===== config.mk =====
export PLATFORM = sky130hd
export DESIGN_NAME = xor_zero_run_delta_encoder
export DESIGN_NICKNAME = d
export VERILOG_FILES = /design/src/hdl/xzrd_pkg.sv /design/src/hdl/xor_zero_run_delta_encoder.sv /design/src/hdl/xzrd_plan.sv
export SDC_FILE = /design/constraint.sdc
export NUM_CORES = 1
export LEC_CHECK = 0
export BUFFER_PORTS_ARGS = -buffer_cell sky130_fd_sc_hd__clkbuf_2
export CAP_MARGIN = 20
export CORE_MARGIN = 2
export CORE_UTILIZATION = 55
export DETAILED_ROUTE_END_ITERATION = 16
export PLACE_DENSITY_LB_ADDON = 0.08
export SLEW_MARGIN = 20
export SYNTH_ARGS = -nofsm -noshare
export SYNTH_HDL_FRONTEND = slang
export SYNTH_SLANG_ARGS = --single-unit
export TNS_END_PERCENT = 20

===== constraint.sdc =====
create_clock -name aclk -period 3.2 [get_ports aclk]
set_input_delay 0.8 -clock aclk [delete_from_list [all_inputs] [get_ports aclk]]
set_output_delay 0.8 -clock aclk [all_outputs]
set_load 0.01 [all_outputs]

===== src/hdl/xzrd_pkg.sv =====
// Shared constants and types for the XOR delta / zero-run encoder.
// No dependencies; used by xzrd_plan, xor_zero_run_delta_encoder and xzrd_stream_checker.
`default_nettype none

package xzrd_pkg;

    localparam int unsigned MAX_FRAME_BYTES = 65536;
    localparam int unsigned COUNT_W         = 17;
    localparam int unsigned RUN_W           = 8;
    localparam longint unsigned COUNT_MAX   = (64'd1 << COUNT_W) - 64'd1;
    localparam longint unsigned LIMIT_RAW   = (64'(MAX_FRAME_BYTES) * 64'd3) / 64'd2;
    localparam logic [COUNT_W-1:0] ENCODED_LIMIT =
        (LIMIT_RAW < COUNT_MAX) ? COUNT_W'(LIMIT_RAW) : COUNT_W'(COUNT_MAX);

    localparam logic [7:0] ESCAPE_BYTE = 8'h00;

    // per-item emit plan: result count, byte at the current slot, run left behind
    typedef struct packed {
        logic [1:0]       n_res;
        logic [7:0]       byte_val;
        logic [RUN_W-1:0] run_after;
    } plan_t;

endpackage

`default_nettype wire


===== src/hdl/xor_zero_run_delta_encoder.sv =====
// Top level of the XOR delta encoder with zero-run escapes.
// Depends on xzrd_pkg and xzrd_plan.
//
// channel | dir | tdata                                      | tlast      | tuser
// s_      | in  | [7:0] base_byte, [15:8] cur_byte            | frame_last | -
// m_      | out | [7:0] out_byte, [8] item_last, [25:9] count | frame_end  | -
//
// One input register feeds one output register. Wordless items stream at
// one per cycle even under an output stall, one-word items at one per cycle
// while the output is free; a two- or three-word item holds the input
// register until its last word enters the output register. Reset clears the
// run and byte counters and both valid flags. Output stalls back up into s_tready.
`default_nettype none

module xor_zero_run_delta_encoder
    import xzrd_pkg::*;
(
    input  wire logic        aclk,
    input  wire logic        aresetn,
    input  wire logic        s_tvalid,
    output logic             s_tready,
    input  wire logic [15:0] s_tdata,   // [7:0] base_byte, [15:8] cur_byte
    input  wire logic        s_tlast,
    output logic             m_tvalid,
    input  wire logic        m_tready,
    output logic [31:0]      m_tdata,   // [7:0] out_byte, [8] item_last, [25:9] encoded_count
    output logic             m_tlast
);

    logic               in_valid_reg;
    logic [7:0]         in_x_reg;
    logic               in_last_reg;
    logic [1:0]         idx_reg,  idx_next;
    logic [RUN_W-1:0]   run_reg,  run_next;
    logic [COUNT_W-1:0] emitted_reg, emitted_next;

    logic               m_valid_reg;
    logic [7:0]         m_byte_reg;
    logic               m_item_last_reg;
    logic               m_frame_end_reg;
    logic [COUNT_W-1:0] m_count_reg;

    plan_t              plan;
    logic               out_free;
    logic               final_slot;
    logic               emit;
    logic               item_done;
    logic [COUNT_W-1:0] count_inc;

    xzrd_plan u_plan (
        .x_val      (in_x_reg),
        .frame_last (in_last_reg),
        .run_count  (run_reg),
        .slot       (idx_reg),
        .plan       (plan)
    );

    always_comb begin
        out_free   = !m_valid_reg || m_tready;
        final_slot = (idx_reg == plan.n_res - 2'd1);
        emit       = in_valid_reg && (plan.n_res != 2'd0) && out_free;
        item_done  = in_valid_reg && ((plan.n_res == 2'd0) || (out_free && final_slot));
        s_tready   = !in_valid_reg || item_done;

        count_inc = (emitted_reg < ENCODED_LIMIT) ? emitted_reg + COUNT_W'(1) : emitted_reg;

        idx_next = idx_reg;
        if (item_done) begin
            idx_next = 2'd0;
        end else if (emit) begin
            idx_next = idx_reg + 2'd1;
        end

        run_next     = item_done ? plan.run_after : run_reg;
        emitted_next = emit ? count_inc : emitted_reg;
        if (item_done && in_last_reg) begin
            emitted_next = '0;
        end
    end

    always_ff @(posedge aclk) begin
        if (!aresetn) begin
            in_valid_reg <= 1'b0;
            idx_reg      <= 2'd0;
            run_reg      <= '0;
            emitted_reg  <= '0;
            m_valid_reg  <= 1'b0;
        end else begin
            if (s_tready) begin
                in_valid_reg <= s_tvalid;
            end
            idx_reg     <= idx_next;
            run_reg     <= run_next;
            emitted_reg <= emitted_next;
            if (emit) begin
                m_valid_reg <= 1'b1;
            end else if (m_tready) begin
                m_valid_reg <= 1'b0;
            end
        end
    end

    always_ff @(posedge aclk) begin
        if (s_tready && s_tvalid) begin
            in_x_reg    <= s_tdata[7:0] ^ s_tdata[15:8];
            in_last_reg <= s_tlast;
        end
        if (emit) begin
            m_byte_reg      <= plan.byte_val;
            m_item_last_reg <= final_slot;
            m_frame_end_reg <= final_slot && in_last_reg;
            m_count_reg     <= count_inc;
        end
    end

    assign m_tvalid = m_valid_reg;
    assign m_tdata  = {6'd0, m_count_reg, m_item_last_reg, m_byte_reg};
    assign m_tlast  = m_frame_end_reg;

    a_frame_end_ends_item: assert property (@(posedge aclk) disable iff (!aresetn)
        m_valid_reg && m_frame_end_reg |-> m_item_last_reg)
        else $error("frame end without item end");

    a_count_nonzero: assert property (@(posedge aclk) disable iff (!aresetn)
        m_valid_reg |-> m_count_reg != '0)
        else $error("encoded count zero on a valid word");

    a_frame_clears_state: assert property (@(posedge aclk) disable iff (!aresetn)
        item_done && in_last_reg |=> run_reg == '0 && emitted_reg == '0)
        else $error("state not cleared after frame end");

    a_idle_slot_zero: assert property (@(posedge aclk) disable iff (!aresetn)
        !in_valid_reg |-> idx_reg == 2'd0)
        else $error("slot index nonzero with no held item");

endmodule

`default_nettype wire


===== src/hdl/xzrd_plan.sv =====
// Per-item result planner: counts the words one held item produces, picks
// the byte for a given slot and gives the run left behind. Depends on xzrd_pkg.
`default_nettype none

module xzrd_plan
    import xzrd_pkg::*;
(
    input  wire logic [7:0]       x_val,
    input  wire logic             frame_last,
    input  wire logic [RUN_W-1:0] run_count,
    input  wire logic [1:0]       slot,
    output plan_t                 plan
);

    logic zero_x;
    logic run_full;
    logic run_pending;

    always_comb begin
        zero_x      = (x_val == 8'h00);
        run_full    = (run_count == {RUN_W{1'b1}});
        run_pending = (run_count != '0);

        plan.run_after = '0;
        plan.byte_val  = x_val;
        plan.n_res     = 2'd1;

        if (zero_x) begin
            if (run_full || frame_last) begin
                plan.n_res = 2'd2;
                plan.byte_val = (slot == 2'd0) ? ESCAPE_BYTE : run_count;
            end else begin
                plan.n_res     = 2'd0;
                plan.run_after = run_count + RUN_W'(1);
            end
        end else if (run_pending) begin
            plan.n_res = 2'd3;
            case (slot)
                2'd0:    plan.byte_val = ESCAPE_BYTE;
                2'd1:    plan.byte_val = run_count - RUN_W'(1);
                default: plan.byte_val = x_val;
            endcase
        end
    end

endmodule

`default_nettype wire


==> results.yml <==
outcome:
  outcome: "completed"
setup_path:
  start_kind: "flip-flop"
  cpPeakStageDelay_ns: 0.46
  cp_cell_sequence: "inv_2, ha_1, or4b_1, nand2b_4, a41oi_2, o21ai_2, or2_2, clkbuf_2"
  crit_arrival_ns: 2.29
  cp_data_required_time_ns: 2.40
  crit_fanout: 8
  reg2reg_from: "run_reg[0]"
  cp-end-kind: "primary output"
  critPathLaunch: "run_reg[0]"
  critPathKind: "reg2out"
  slowest_stage: "or4b_1"
grt:
  grt_pass1_wl_um: 12000
  gr-max-usage-layer: "met2"
  met3_usage: 0.0489
  grt_pass1_vias: 2448
  grt_use_met1: 0.335
  grt_max_degree: 35
  grt_util_met2: 0.365
  antenna_found_initial: 1
  grt.overflow.total: 0
  grt_usage: 0.239
cells_and_area:
  regArea_sq_um: 1660
  n_antenna_cell: 0
  stdcell_area_sq_um: 3910
  fin_nets: 414
  multi_input_area_sq_um: 1580
  final_cell_mix: "clkbuf_2 (49), edfxtp_1 (36), dfxtp_1 (27)"
  drive_gt1_frac: 0.230
  final_common_cell: "clkbuf_2"
  n_fill_cell: 502
  area_growth_pct: 15.0
  final_util: 0.657
die:
  start_util: 0.571
  core_sq_um: 5960
  die_y_um: 82.6
  io_pins: 56
  die_area_sq_um: 6830
  floorplan.rows: 28
  die-width_um: 82.6
yosys:
  synth_seq_cells: 65
  netlist_area_sq_um: 3400
  muxShareOfSynthArea: 0.00331
  synth-edff-count: 36
  synth_flop_cell: "edfxtp_1"
  synthCells: 336
  synthAdderAreaFrac: 0.0221
  async_flop_share: 0
  yosys_warnings: 0
  synth_simple_gate_area_frac: 0.186
  synth_top_area_cell: "edfxtp_1"
  synth_compound_area_frac: 0.140
  synth_xor_area_frac: 0.100
  synthDistinctLibCells: 50
  synth_top_family_by_area: "simple AND/OR/NAND/NOR gates"
  synth.area.top_cells: "edfxtp_1 (32%), dfxtp_1 (17%), xnor2_1 (5.9%)"
  synth.avg_cell_area_sq_um: 10.1
  synth_top_area_frac: 0.318
  synth_seq_area_share: 0.488
place:
  dpl.hpwl_um: 5360
  place_area_sq_um: 3710
  portBuffers: 49
  place.gp.congestion: 0.864
route:
  via_count: 2697
  drt_iter0_drc: 220
  dr.pass1.iters: 4
  vias_per_cell: 5.78
  totalWireLength_um: 7500
  wire_per_inst_um: 16.1
  ant_nets: 0
  post-route-drc-count: 0
power:
  internal_power_mw: 1.31
  p_sw_frac: 0.255
  combPwrFrac: 0.098
  p_leak_nw: 1.47
  p_sw_uw: 449
  power.density_nw_per_um2: 451
  power_frac_clock: 0.363
  irDropWorstVdd_uv: 420
  power.total_mw: 1.76
  seq_power_share: 0.539
timing:
  max_freq_ghz: 0.324
  setup_violations: 0
  finalSetupTns_ns: 0
  fin_skew_ns: 0.0130
  fin_crit_ns: 3.09
  relSlewSlack: 0.593
  rsz0062_at_grt: "false"
  drv_slew: 0
  finalHoldViolations: 0
  worst_pin_slew_ns: 0.605
  whs_ns: 0.524
  min_period_over_period: 0.965
clock_tree:
  cts-root-buf: "clkbuf_8"
  clk_pin_slew_ns: 0.08
  cts_tree: "built"
  clock_sinks: 65
  clk_latency_ns: 0.34
  htreeDepth: 3
  numCtsBuffers: 9
  clock_path_buffers: 2
worst_hold_path:
  min_path_type: "reg2reg"
  min_from: "emitted_reg[16]"
run:
  cap_violations: 0
[worst paths after layout]
kind | slack [ns] | depth (start not counted) | end
setup / recovery | 0.11 | 8 | s_tready
hold reg to reg | 0.52 | 2 | emitted_reg[16]
hold / removal | 0.52 | 2 | emitted_reg[16]
setup reg to reg | 0.56 | 8 | in_x_reg[3]
[cells by family after synthesis]
logic type                 count (synthesis)
adders and majority gates                  6
buffers and inverters                     39
other                                      1
xor gates and xnor gates                  39
DFF                                       65
muxes                                      1
AOI/OAI and AO/OA                         64
and+or+nand+nor                          121
[critical path, delay by kind of cell, from the launching register on]
family	cells	cell delay, ns
and+or+nand+nor	3	0.94
DFF	1	0.36
AOI/OAI and AO/OA	2	0.29
buffers and inverters	2	0.23
adders and majority gates	1	0.14
[metal layers]
layer	vias to the layer above	wire [um]
met5	-	13
met4	2	94
met3	13	446
met2	87	3400
met1	1275	3550
li1	1320	-
[power by group through the flow]
stage                     registers, mW  clock network [mW]  logic [mW]
after floorplan                   0.972                   0      0.0986
after global placement            0.967                   0       0.169
after detailed placement          0.969                   0       0.171
after CTS                         0.950               0.647       0.172
after global routing              0.955               0.684       0.192
final                             0.950               0.640       0.173
[per-stage QoR]
stage,setup WS [ns],cells
6_report,0.111,467
5_1_grt,0.00184,467
4_1_cts,0.00593,467
3_5_place_dp,0.230,451
3_3_place_gp,0.253,451
2_1_floorplan,0.231,341
[final cells by class]
cell class	instances	share of cell area
clock inverters	6	0.00800
multi-input cells	237	0.404
inverters	14	0.0134
flip-flops and latches	65	0.425
well taps	75	0.0240
repair buffers	60	0.0870
clock buffers	10	0.0381
[what timing repair did]
action / in CTS / in global routing
buffers inserted: 0 / 0
hold buffers: 0 / 0
hold endpoints to repair: 0 / 0
resized for setup: 3 / 6
endpoints found under the setup margin: 1 / 1
[synthesized netlist by cell type, drive strengths merged (3+ instances only)]
cell    count
clkbuf     11
edfxtp     36
and2        3
or4         4
a21o        4
nand3      11
a211oi      5
xor2       16
and3        3
and4        3
or2         4
nor3b       4
dfxtp      29
nand2b      3
a31oi       4
o21ai      18
xnor2      23
a21oi      11
nor2       25
nor4       11
buf        14
o21a        3
inv        14
nor3       13
nand4       8
nand2      23
ha          6
a221o       5
Power figures use the tool's default switching activity.
